## config.mk

```make
export PLATFORM = sky130hd
export DESIGN_NAME = accessory_id_classifier_unit
export DESIGN_NICKNAME = d
export VERILOG_FILES = /design/src/sv/aidc_pkg.sv /design/src/sv/accessory_id_classifier_unit.sv
export SDC_FILE = /design/constraint.sdc
export NUM_CORES = 1
export LEC_CHECK = 0
export BUFFER_PORTS_ARGS = -buffer_cell sky130_fd_sc_hd__buf_2
export CAP_MARGIN = 5
export CORE_ASPECT_RATIO = 0.75
export CORE_UTILIZATION = 55
export DETAILED_ROUTE_END_ITERATION = 8
export PLACE_DENSITY = 0.73
export SETUP_SLACK_MARGIN = 0.3
export SYNTH_ARGS = -nofsm -noshare
export SYNTH_HDL_FRONTEND = slang
export SYNTH_SLANG_ARGS = --single-unit
```

## constraint.sdc

```tcl
create_clock -name clk -period 11.35 [get_ports clk]
set_input_delay 1.135 -clock clk [delete_from_list [all_inputs] [get_ports clk]]
set_output_delay 1.135 -clock clk [all_outputs]
set_load 0.01 [all_outputs]
```

## src/sv/aidc_pkg.sv

```systemverilog
package aidc_pkg;

    // Run length and converter resolution
    localparam int SAMPLE_RUN = 5;
    localparam int ADC_BITS   = 12;

    // Field widths fixed by the interface
    localparam int SAMPLE_W = 12;
    localparam int CFG_W    = 12;
    localparam int NUM_CFG  = 8;
    localparam int CFG_IDX_W = $clog2(NUM_CFG);

    // Accumulator and run counter widths
    localparam int TOTAL_W = $clog2(SAMPLE_RUN * (2 ** SAMPLE_W));
    localparam int IDX_W   = $clog2(SAMPLE_RUN);

    // Trimmed mean divides by the run length less two; done as a
    // reciprocal multiply that is exact for any TOTAL_W-bit dividend
    localparam int TRIM_DIV  = SAMPLE_RUN - 2;
    localparam int DIV_SHIFT = TOTAL_W + $clog2(TRIM_DIV);
    localparam int RECIP_W   = TOTAL_W + 1;
    localparam int PROD_W    = TOTAL_W + RECIP_W;
    localparam logic [RECIP_W-1:0] RECIP =
        RECIP_W'(((64'd1 << DIV_SHIFT) + 64'(TRIM_DIV) - 64'd1) / 64'(TRIM_DIV));

    localparam logic [SAMPLE_W-1:0] ADC_MASK =
        SAMPLE_W'((64'd1 << ADC_BITS) - 64'd1);

    // Configuration register indexes
    localparam logic [CFG_IDX_W-1:0] CFG_TV_LOW        = CFG_IDX_W'(0);
    localparam logic [CFG_IDX_W-1:0] CFG_TV_HIGH       = CFG_IDX_W'(1);
    localparam logic [CFG_IDX_W-1:0] CFG_LINEOUT_LOW   = CFG_IDX_W'(2);
    localparam logic [CFG_IDX_W-1:0] CFG_LINEOUT_HIGH  = CFG_IDX_W'(3);
    localparam logic [CFG_IDX_W-1:0] CFG_CARMOUNT_LOW  = CFG_IDX_W'(4);
    localparam logic [CFG_IDX_W-1:0] CFG_CARMOUNT_HIGH = CFG_IDX_W'(5);
    localparam logic [CFG_IDX_W-1:0] CFG_OTG_LOW       = CFG_IDX_W'(6);
    localparam logic [CFG_IDX_W-1:0] CFG_OTG_HIGH      = CFG_IDX_W'(7);

    // Dock line tracking: level 0 or 1, plus unknown after reset
    localparam logic [1:0] DOCK_LINE_UNKNOWN = 2'd3;

    typedef enum logic [1:0] {
        REQ_ID_LINE   = 2'd0,
        REQ_ADC       = 2'd1,
        REQ_DOCK_LINE = 2'd2
    } aidc_req_t;

    typedef enum logic [2:0] {
        EV_NONE        = 3'd0,
        EV_ACC_ATTACH  = 3'd1,
        EV_ACC_DETACH  = 3'd2,
        EV_DOCK_ATTACH = 3'd3,
        EV_DOCK_DETACH = 3'd4,
        EV_IGNORED     = 3'd5
    } aidc_event_t;

    typedef enum logic [1:0] {
        ACC_UNKNOWN   = 2'd0,
        ACC_TV        = 2'd1,
        ACC_AUDIO_OUT = 2'd2,
        ACC_CAR       = 2'd3
    } aidc_acc_t;

    typedef enum logic [1:0] {
        DOCK_NONE     = 2'd0,
        DOCK_CRADLE   = 2'd1,
        DOCK_KEYBOARD = 2'd2
    } aidc_dock_t;

    typedef struct packed {
        logic [1:0]          req_type;
        logic                line_level;
        logic [SAMPLE_W-1:0] adc_sample;
        logic                keyboard_present;
        logic                hdmi_active;
    } aidc_in_t;

    typedef struct packed {
        aidc_event_t         event_code;
        aidc_acc_t           accessory_kind;
        aidc_dock_t          dock_kind;
        logic [SAMPLE_W-1:0] mean_level;
        logic                otg_host;
        logic [5:0]          status_bits;
    } aidc_out_t;

    // Open window test, both bounds exclusive
    function automatic logic in_window(
        input logic [SAMPLE_W-1:0] v,
        input logic [CFG_W-1:0]    lo,
        input logic [CFG_W-1:0]    hi
    );
        return (v > lo) && (v < hi);
    endfunction

endpackage

```

## src/sv/accessory_id_classifier_unit.sv

```systemverilog
// Channel  | Direction | Handshake            | Beat
// ---------+-----------+----------------------+---------------------------------
// req      | in        | req_valid/req_stall  | aidc_in_t: line or ADC sample
// rsp      | out       | rsp_valid/rsp_stall  | aidc_out_t: event and status word
// cfg      | in        | cfg_write_en         | cfg_index, cfg_data (window bounds)
//
// Each request beat gives exactly one response beat; it passes through the
// input register and then the result register. A new beat can be taken
// every cycle while req_stall is low; the state update, trimmed mean
// (one reciprocal multiply) and window compares fit in the single stage.
// req_stall rises only when both registers are full and rsp_stall is high.
// Reset idles the tracking state and loads the default window bounds.
module accessory_id_classifier_unit
    import aidc_pkg::*;
(
    input  logic                 clk,
    input  logic                 rst_n,
    input  logic                 req_valid,
    output logic                 req_stall,
    input  aidc_in_t             req_data,
    output logic                 rsp_valid,
    input  logic                 rsp_stall,
    output aidc_out_t            rsp_data,
    input  logic                 cfg_write_en,
    input  logic [CFG_IDX_W-1:0] cfg_index,
    input  logic [CFG_W-1:0]     cfg_data
);

    // Pipeline registers
    logic      in_valid_reg, in_valid_next;
    aidc_in_t  in_data_reg;
    logic      out_valid_reg, out_valid_next;
    aidc_out_t out_data_reg, out_data_next;

    // Window bounds
    logic [CFG_W-1:0] cfg_reg [NUM_CFG];

    // Tracking state
    logic [1:0]          dock_line_reg, dock_line_next;
    logic                id_line_reg, id_line_next;
    aidc_acc_t           acc_type_reg, acc_type_next;
    aidc_dock_t          dock_type_reg, dock_type_next;
    logic                collecting_reg, collecting_next;
    logic [IDX_W-1:0]    idx_reg, idx_next;
    logic [TOTAL_W-1:0]  total_reg, total_next;
    logic [SAMPLE_W-1:0] min_reg, min_next;
    logic [SAMPLE_W-1:0] max_reg, max_next;

    logic                in_take;
    logic                advance;
    logic [SAMPLE_W-1:0] sample;
    logic [TOTAL_W-1:0]  trimmed;
    logic [PROD_W-1:0]   product;
    logic [PROD_W-1:0]   mean_full;
    logic [SAMPLE_W-1:0] mean;

    // Handshake: input register drains into the result register
    assign advance   = in_valid_reg && (!out_valid_reg || !rsp_stall);
    assign req_stall = in_valid_reg && out_valid_reg && rsp_stall;
    assign in_take   = req_valid && !req_stall;
    assign rsp_valid = out_valid_reg;
    assign rsp_data  = out_data_reg;

    always_comb
    begin
        if (in_take)
            in_valid_next = 1'b1;
        else if (advance)
            in_valid_next = 1'b0;
        else
            in_valid_next = in_valid_reg;

        if (advance)
            out_valid_next = 1'b1;
        else if (!rsp_stall)
            out_valid_next = 1'b0;
        else
            out_valid_next = out_valid_reg;
    end

    // Trimmed mean from the updated run totals
    assign sample    = in_data_reg.adc_sample & ADC_MASK;
    assign trimmed   = total_next - TOTAL_W'(max_next) - TOTAL_W'(min_next);
    assign product   = PROD_W'(trimmed) * PROD_W'(RECIP);
    assign mean_full = product >> DIV_SHIFT;
    assign mean      = mean_full[SAMPLE_W-1:0];

    // Item processing and next state
    always_comb
    begin
        dock_line_next  = dock_line_reg;
        id_line_next    = id_line_reg;
        acc_type_next   = acc_type_reg;
        dock_type_next  = dock_type_reg;
        collecting_next = collecting_reg;
        idx_next        = idx_reg;
        total_next      = total_reg;
        min_next        = min_reg;
        max_next        = max_reg;

        out_data_next                = '0;
        out_data_next.event_code     = EV_NONE;
        out_data_next.accessory_kind = ACC_UNKNOWN;
        out_data_next.dock_kind      = DOCK_NONE;

        case (in_data_reg.req_type)
            REQ_ID_LINE:
            begin
                if (in_data_reg.line_level == id_line_reg) begin
                    out_data_next.event_code = EV_IGNORED;
                end else if (in_data_reg.line_level) begin
                    // detach, abandons any run in progress
                    id_line_next                 = 1'b1;
                    collecting_next              = 1'b0;
                    out_data_next.event_code     = EV_ACC_DETACH;
                    out_data_next.accessory_kind = acc_type_reg;
                end else begin
                    // fall starts a new sample run
                    id_line_next    = 1'b0;
                    collecting_next = 1'b1;
                    idx_next        = '0;
                    total_next      = '0;
                    min_next        = '0;
                    max_next        = '0;
                end
            end
            REQ_ADC:
            begin
                if (collecting_reg) begin
                    total_next = total_reg + TOTAL_W'(sample);
                    if (idx_reg == '0) begin
                        min_next = sample;
                        max_next = sample;
                    end else if (sample > max_reg) begin
                        max_next = sample;
                    end else if (sample < min_reg) begin
                        min_next = sample;
                    end
                    idx_next = idx_reg + IDX_W'(1);

                    // last sample of the run: classify
                    if (idx_reg == IDX_W'(SAMPLE_RUN - 1)) begin
                        collecting_next          = 1'b0;
                        out_data_next.mean_level = mean;
                        if (mean != '0) begin
                            if (in_window(mean, cfg_reg[CFG_TV_LOW], cfg_reg[CFG_TV_HIGH]))
                                acc_type_next = ACC_TV;
                            else if (in_window(mean, cfg_reg[CFG_LINEOUT_LOW],
                                               cfg_reg[CFG_LINEOUT_HIGH]))
                                acc_type_next = ACC_AUDIO_OUT;
                            else if (in_window(mean, cfg_reg[CFG_CARMOUNT_LOW],
                                               cfg_reg[CFG_CARMOUNT_HIGH]))
                                acc_type_next = ACC_CAR;
                            else
                                acc_type_next = ACC_UNKNOWN;
                            out_data_next.event_code = EV_ACC_ATTACH;
                        end else begin
                            // zero mean reads as offline
                            out_data_next.event_code = EV_ACC_DETACH;
                        end
                        out_data_next.accessory_kind = acc_type_next;
                        out_data_next.otg_host = in_window(mean, cfg_reg[CFG_OTG_LOW],
                                                           cfg_reg[CFG_OTG_HIGH]);
                    end
                end
            end
            REQ_DOCK_LINE:
            begin
                if (dock_line_reg == {1'b0, in_data_reg.line_level}) begin
                    out_data_next.event_code = EV_IGNORED;
                end else if (in_data_reg.line_level) begin
                    dock_line_next           = 2'd1;
                    out_data_next.event_code = EV_DOCK_DETACH;
                    out_data_next.dock_kind  = dock_type_reg;
                    dock_type_next           = DOCK_NONE;
                end else begin
                    dock_line_next           = 2'd0;
                    dock_type_next           = in_data_reg.keyboard_present ?
                                               DOCK_KEYBOARD : DOCK_CRADLE;
                    out_data_next.event_code = EV_DOCK_ATTACH;
                    out_data_next.dock_kind  = dock_type_next;
                end
            end
            default:
            begin
                out_data_next.event_code = EV_NONE;
            end
        endcase

        // Status word from the updated state and the hdmi_active input
        if (dock_line_next == 2'd0) begin
            out_data_next.status_bits[0] = (dock_type_next == DOCK_CRADLE);
            out_data_next.status_bits[1] = (dock_type_next == DOCK_KEYBOARD);
        end
        if (!id_line_next) begin
            out_data_next.status_bits[2] = (acc_type_next == ACC_CAR);
            out_data_next.status_bits[3] = (acc_type_next == ACC_TV);
            out_data_next.status_bits[4] = (acc_type_next == ACC_AUDIO_OUT);
        end
        out_data_next.status_bits[5] = in_data_reg.hdmi_active;
    end

    // Control and tracking registers
    always_ff @(posedge clk or negedge rst_n)
    begin
        if (!rst_n) begin
            in_valid_reg   <= 1'b0;
            out_valid_reg  <= 1'b0;
            dock_line_reg  <= DOCK_LINE_UNKNOWN;
            id_line_reg    <= 1'b1;
            acc_type_reg   <= ACC_UNKNOWN;
            dock_type_reg  <= DOCK_NONE;
            collecting_reg <= 1'b0;
            idx_reg        <= '0;
            total_reg      <= '0;
            min_reg        <= '0;
            max_reg        <= '0;
        end else begin
            in_valid_reg  <= in_valid_next;
            out_valid_reg <= out_valid_next;
            if (advance) begin
                dock_line_reg  <= dock_line_next;
                id_line_reg    <= id_line_next;
                acc_type_reg   <= acc_type_next;
                dock_type_reg  <= dock_type_next;
                collecting_reg <= collecting_next;
                idx_reg        <= idx_next;
                total_reg      <= total_next;
                min_reg        <= min_next;
                max_reg        <= max_next;
            end
        end
    end

    // Window bounds
    always_ff @(posedge clk or negedge rst_n)
    begin
        if (!rst_n) begin
            cfg_reg[CFG_TV_LOW]        <= CFG_W'(2100);
            cfg_reg[CFG_TV_HIGH]       <= CFG_W'(2360);
            cfg_reg[CFG_LINEOUT_LOW]   <= CFG_W'(1100);
            cfg_reg[CFG_LINEOUT_HIGH]  <= CFG_W'(1360);
            cfg_reg[CFG_CARMOUNT_LOW]  <= CFG_W'(1590);
            cfg_reg[CFG_CARMOUNT_HIGH] <= CFG_W'(1840);
            cfg_reg[CFG_OTG_LOW]       <= CFG_W'(2600);
            cfg_reg[CFG_OTG_HIGH]      <= CFG_W'(2860);
        end else if (cfg_write_en) begin
            cfg_reg[cfg_index] <= cfg_data;
        end
    end

    // Payload registers
    always_ff @(posedge clk)
    begin
        if (in_take)
            in_data_reg <= req_data;
        if (advance)
            out_data_reg <= out_data_next;
    end

    // Checks
    a_stall_only_on_backpressure: assert property (@(posedge clk) disable iff (!rst_n)
        req_stall |-> (rsp_valid && rsp_stall))
        else $error("input stalled without output backpressure");

    a_run_needs_id_low: assert property (@(posedge clk) disable iff (!rst_n)
        collecting_reg |-> !id_line_reg)
        else $error("sample run active while ID line high");

    a_attach_has_mean: assert property (@(posedge clk) disable iff (!rst_n)
        (rsp_valid && rsp_data.event_code == EV_ACC_ATTACH) |-> rsp_data.mean_level != '0)
        else $error("attach reported with zero mean");

    a_dock_kind_on_dock_event: assert property (@(posedge clk) disable iff (!rst_n)
        (rsp_valid && rsp_data.dock_kind != DOCK_NONE) |->
        (rsp_data.event_code == EV_DOCK_ATTACH || rsp_data.event_code == EV_DOCK_DETACH))
        else $error("dock kind on a non-dock event");

    a_otg_on_run_end: assert property (@(posedge clk) disable iff (!rst_n)
        (rsp_valid && rsp_data.otg_host) |->
        (rsp_data.event_code == EV_ACC_ATTACH || rsp_data.event_code == EV_ACC_DETACH))
        else $error("OTG flag outside run completion");

    a_result_follows_item: assert property (@(posedge clk) disable iff (!rst_n)
        advance |=> rsp_valid)
        else $error("processed beat did not reach the result register");

endmodule
```

Yosys cells after proc, flatten, opt, wreduce, memory -nomap -nowiden
Cells that the tools add are included.
- register bits after elaboration: 191
- input port bits: 37
- output and inout bits: 28
- logic and storage cells: 149
- add/sub/neg operators: 4
- $mul: 1
- magnitude comparators: 12
- equal/unequal tests: 14
- multiplexer cells: 61
- bitwise operators: 2
- reductions and logical operators: 23
- operators by type and width (cell ; number):
    12-bit two-way mux ; 12
    96-bit bitwise mux ; 1
    12-bit greater-than comparator ; 5
    12-bit less-than comparator ; 5
    12-bit one-hot mux with 2 select lines ; 2
    15-bit two-way mux ; 3
    12-bit demux with 3-bit select ; 1
    2-bit two-way mux ; 16
    15-bit one-hot mux with 2 select lines ; 1
    15-bit by 12-bit subtractor with 15-bit output ; 2
    15-bit by 16-bit multiplier with 29-bit output, second input constant ; 1
    3-bit two-way mux ; 6
    15-bit by 12-bit adder with 15-bit output ; 1
    1-bit two-way mux ; 12
    12-bit nonzero test ; 1
    5-bit two-way mux ; 2
    1-bit logical AND ; 9
    3-bit one-hot mux with 3 select lines ; 1
    2-bit == test, second input constant ; 4
    2-bit by 1-bit == test with 1-bit output, second input constant ; 3
    2-bit inequality test, second input constant ; 3
    3-bit one-hot mux with 2 select lines ; 1
    3-bit AND reduction ; 2
    5-bit AND reduction ; 1
    other kinds (18) ; 22

Logic depth before layout (Yosys ltp)
- depth after elaboration: 18
- depth in mapped cells: 53
- mapped depth without buffers: 52

Worst setup path before layout
OpenSTA, ideal clock, no wires.
- kind: reg2reg
- start point: register in_data_reg (netlist bit sample[1])
- end point: register out_data_reg (netlist bit rsp_data[3]) (data pin)
- library setup time: 0.256 ns
- arrival: 11.169 ns
- required time: 11.094 ns
- slack: -0.075 ns
- cell stages (with the launch flop): 48
- buffers on the path: 1
- period minus slack after synthesis: 11.425 ns
- cell sequence: edfxtp_1 ha_1 a21o_1 a21o_1 a21o_1 a21o_1 a21oi_1 o21ai_0 a21boi_0 o32ai_1 clkbuf_1 a22oi_1 fa_1 ha_1 a21o_1 a21oi_1 o21bai_1 a21oi_1 [12 not listed] inv_1 fa_1 ha_1 nand4_1 nor2_1 nor3_1 a221o_1 o21bai_1 xor2_1 ha_1 nand4_1 nor3_1 nor3_1 o2111ai_1 a311o_1 a21o_1 mux2_4 and4b_1
- cells in the longest elaborated chain, start to end: 18
- elaborated cells between the ends (all ways): 35
- classes of those cells: 3 x add/sub; 1 x mul; 8 x order compare; 1 x eq/ne; 18 x mux; 4 x reduce/logical
- ends and longest elaborated chain (item ; RTL line ; RTL):
    start: declaration ; accessory_id_classifier_unit.sv:31 ; aidc_in_t in_data_reg;
    start signal: assignment ; accessory_id_classifier_unit.sv:256 ; in_data_reg <= req_data;
    12-bit greater-than comparator / 12-bit less-than comparator (equally long branches) ; accessory_id_classifier_unit.sv:134, accessory_id_classifier_unit.sv:136 ;
    12-bit two-way mux (on tied branches) ; accessory_id_classifier_unit.sv:134, accessory_id_classifier_unit.sv:136 ;
    12-bit two-way mux (on tied branches) ; accessory_id_classifier_unit.sv:131, accessory_id_classifier_unit.sv:134 ;
    12-bit two-way mux (on tied branches) ; accessory_id_classifier_unit.sv:129, accessory_id_classifier_unit.sv:131 ;
    12-bit one-hot mux with 2 select lines / 12-bit two-way mux (equally long branches) ; accessory_id_classifier_unit.sv:106, accessory_id_classifier_unit.sv:129 ;
    15-bit by 12-bit subtractor with 15-bit output / 12-bit one-hot mux with 2 select lines (equally long branches) ; accessory_id_classifier_unit.sv:83, accessory_id_classifier_unit.sv:106 ;
    15-bit by 12-bit subtractor with 15-bit output * ; accessory_id_classifier_unit.sv:83 ; assign trimmed = total_next - TOTAL_W'(max_next) - TOTAL_W'(min_next);
    15-bit by 16-bit multiplier with 29-bit output * ; accessory_id_classifier_unit.sv:84 ; assign product = PROD_W'(trimmed) * PROD_W'(RECIP);
    net product[24] ; accessory_id_classifier_unit.sv:53 ; logic [PROD_W-1:0] product;
    [2 not listed] ; -- ;
    2-bit two-way mux ; accessory_id_classifier_unit.sv:151 ; else if (in_window(mean, cfg_reg[CFG_CARMOUNT_LOW],
    2-bit two-way mux ; accessory_id_classifier_unit.sv:148 ; else if (in_window(mean, cfg_reg[CFG_LINEOUT_LOW],
    2-bit two-way mux ; accessory_id_classifier_unit.sv:146 ; if (in_window(mean, cfg_reg[CFG_TV_LOW], cfg_reg[CFG_TV_HIGH]))
    2-bit two-way mux * ; accessory_id_classifier_unit.sv:145 ; if (mean != '0) begin
    2-bit two-way mux * ; accessory_id_classifier_unit.sv:142 ; if (idx_reg == IDX_W'(SAMPLE_RUN - 1)) begin
    2-bit two-way mux * ; accessory_id_classifier_unit.sv:129 ; if (collecting_reg) begin
    2-bit two-way mux * ; accessory_id_classifier_unit.sv:106 ; case (in_data_reg.req_type)
    2-bit by 1-bit == test with 1-bit output * ; accessory_id_classifier_unit.sv:197 ; out_data_next.status_bits[3] = (acc_type_next == ACC_TV);
    end signal: assignment ; accessory_id_classifier_unit.sv:258 ; out_data_reg <= out_data_next;
    end: declaration ; accessory_id_classifier_unit.sv:33 ; aidc_out_t out_data_reg, out_data_next;
The timed path passes the listed nets; every way through them passes the cells marked *.
A chain may end at the register's enable or synchronous reset.

Worst setup path in the final report
Same ends and word-level chain as after synthesis.

==> run summary <==
Status = finished, violations left
Failing checks = setup timing
Critical path class = reg -> reg
CTS tree = yes
Core Box Area = 27390 µm²
Worst-path fanout max = 6
Register-to-Register Path Depth = 50
Ys flop type = dfrtp_1
Drt total wl = 43.06 mm
Unrepaired setup endpoints after global routing = yes
Number of flip-flops in the largest register = 96
Most frequent cells in the layout = inv_1 (245), ha_1 (204), buf_4 (165)
Mapped Nets = 1925
Worst Hold Slack = 0.4318 ns
Distinct cells, synth = 72
Max Fclk = 87.87 MHz
Post-route non-filler standard cell count = 2199
Synthesized area = 15540 µm²
Commonest non-fill, non-tap cell in the layout = inv_1
Pre-antenna DRT Iters = 5
Area delta synth->final = 25.13%
Num rows = 52
Root Driver = clkbuf_16
Critical Path AT = 11.58 ns
CTS Hold Bufs = 0
Rel. slew slack = 29.31%
Num CTS Buffers = 17
Reg clk slew, reported paths = 0.08 ns
Largest net degree at the start of global routing = 85
Final hold violation count = 0
H-tree Lvls = 4
Die height = 147.6 µm
Initial Util = 56.74%
Synthesis Warnings = 0
Synth area leader = ha_1
FFs w/ async S/R, synth = 77.49%
Sequential share of the synthesized area = 32.47%
GRT Total Usage = 29.23%
CP bufs+invs = 7
Worst R2R Setup Slack = -0.03 ns
CP Capture Point = rsp_data[3]$_SDFFCE_PP0P_
Critical path's top delay family = adder cells
Synth area leaders = ha_1 (19%), dfrtp_1 (17%), fa_1 (9.5%)
Worst setup margin = -0.03062 ns
Layout cell share with drive strength beyond 1 = 30.71%
Initial antenna violation count = 1
Critical Path Stages = 50
Critical Path Start = sample[1]$_DFFE_PP_
Final critical-path share of the clock period = 100.3%
Synth Area per Inst = 9.867 µm²
Dpl cells = 2111
Total Die Area = 28940 µm²
Max incr delay on CP = 0.56 ns
Routed length per placed instance = 19.58 µm
HP Class = reg -> reg
Critical R2R Capture = rsp_data[3]$_SDFFCE_PP0P_
Remaining DRCs = 0
CP endpoint kind = flip-flop
GRT overflow = 0
Cell mode on critical path = a21o_1
Maxcap violations = 0
Top cell type's share of synthesized area = 19.24%
Routed Antenna Nets = 0
DP Wirelength = 30.93 mm
Slew Limit Fails = 0
EDFF count, synth = 43
Port Buffers = 64
Insertion delay to the later sink of the worst-skew pair = 0.45 ns
Chip width = 196.1 µm
Vias post-DR = 12723
Crit path required time = 11.55 ns
Worst slew pin tran = 1.057 ns
Final Critical Period = 11.38 ns
CP max stage cell = fa_2
Top Ports = 65
Worst flop-to-flop path startpoint = sample[1]$_DFFE_PP_
First-pass GRT wire length = 65.59 mm
Clk buf depth = 2
Final Wtd Congestion = 0.9459
Vias in the first global route = 12396
Synth Register Bits = 191
Vias per cell = 5.786
Clock skew = 0.01003 ns
Setup violators final = 2
Nets = 2157
Number of DRC markers in iteration 0 = 1129
Mapped Cells = 1575
Setup WS pre-CTS = -0.3588 ns
Sink Count = 191
Worst setup SP type = flip-flop
area by class of cell:
cell class | count | area (µm²)
clock buffer | 18 | 439.2
multi-input combinational | 1096 | 10570
timing repair buffer | 248 | 1819
tap | 378 | 473.0
fill | 1910 | 7945
sequential | 191 | 5046
clock inverter | 14 | 150.1
antenna | 1 | 2.502
inverter | 253 | 949.7
timing repair:
| item | CTS | global route |
|---|---|---|
| buffers inserted | 22 | 32 |
| pin swaps | 60 | 83 |
| gates cloned | 0 | 1 |
| gates resized for setup | 80 | 130 |
| endpoints found under the setup margin | 8 | 10 |
routing by layer:
layer / up-vias / track usage (%) / share of wire (%)
met4: 2 / 6.328 / 1.3
li1: 5929 / - / -
met3: 56 / 5.704 / 7.2
met2: 464 / 44.36 / 46
met1: 6272 / 43.35 / 46
met5: - / 0 / 0.030
cell usage after synthesis, types with 5 or more instances:
library cell and number:
and2_1 11, a211oi_1 5, clkbuf_1 26, nand4_1 30
xnor2_1 29, nand2_1 122, a22o_1 27, o21a_1 6
a221oi_1 6, a21oi_1 73, ha_1 239, edfxtp_1 43
nor2b_1 18, xor2_1 14, nand3_1 27, o21ai_0 96
fa_1 74, a22oi_1 25, o21ai_1 8, and3_1 5
o21bai_1 12, a31oi_1 7, a21o_1 36, nand2b_1 19
dfstp_2 41, nor3_1 35, nor2_1 49, dfrtp_1 107
inv_1 252, mux2_2 58
logic make-up after synthesis:
group                    synth area share, %
flip-flops                             32.47
buffers and inverters                  7.036
XOR/XNOR                               2.423
multiplexers                           4.492
AND/OR/NAND/NOR                        10.79
AO/OA/AOI/OAI                          14.02
adder cells (fa/ha/maj)                28.77
worst register-to-register path, delay by kind of cell, from the launching register on:
family                   cells  cell delay [ns]
buffers and inverters        7             0.89
multiplexers                 1             0.28
AND/OR/NAND/NOR             11             2.08
XOR/XNOR                     2             0.40
adder cells (fa/ha/maj)     11             4.41
AO/OA/AOI/OAI               18             2.60
flip-flops                   1             0.44
worst min path at each step:
stage / slack [ns] / cells after the start / from / endpoint
CTS: 0.43 / 0 / in_data_reg[0]$_DFFE_PP_ / rsp_data[5]$_DFFE_PP_
floorplan: 0.40 / 0 / in_data_reg[0]$_DFFE_PP_ / rsp_data[5]$_DFFE_PP_
global placement: 0.41 / 0 / in_data_reg[0]$_DFFE_PP_ / rsp_data[5]$_DFFE_PP_
global route: 0.44 / 0 / in_data_reg[0]$_DFFE_PP_ / rsp_data[5]$_DFFE_PP_
detailed placement: 0.41 / 0 / in_data_reg[0]$_DFFE_PP_ / rsp_data[5]$_DFFE_PP_
finish: 0.43 / 0 / in_data_reg[0]$_DFFE_PP_ / rsp_data[5]$_DFFE_PP_
stage by stage:
step | util, % | instance area [µm²] | TNS (ns)
floorplan | - | 15590 | 0
global placement | 63.00 | 17260 | -0.03528
detailed placement | 63.00 | 17260 | -1.465
CTS | 67.27 | 18430 | 0
global route | 70.98 | 19440 | -1.726
finish | 70.99 | 19450 | -0.05194
Power is left out: the tool's default activity adds up to more than one toggle a clock period on the data nets, which glitch-free logic cannot reach.
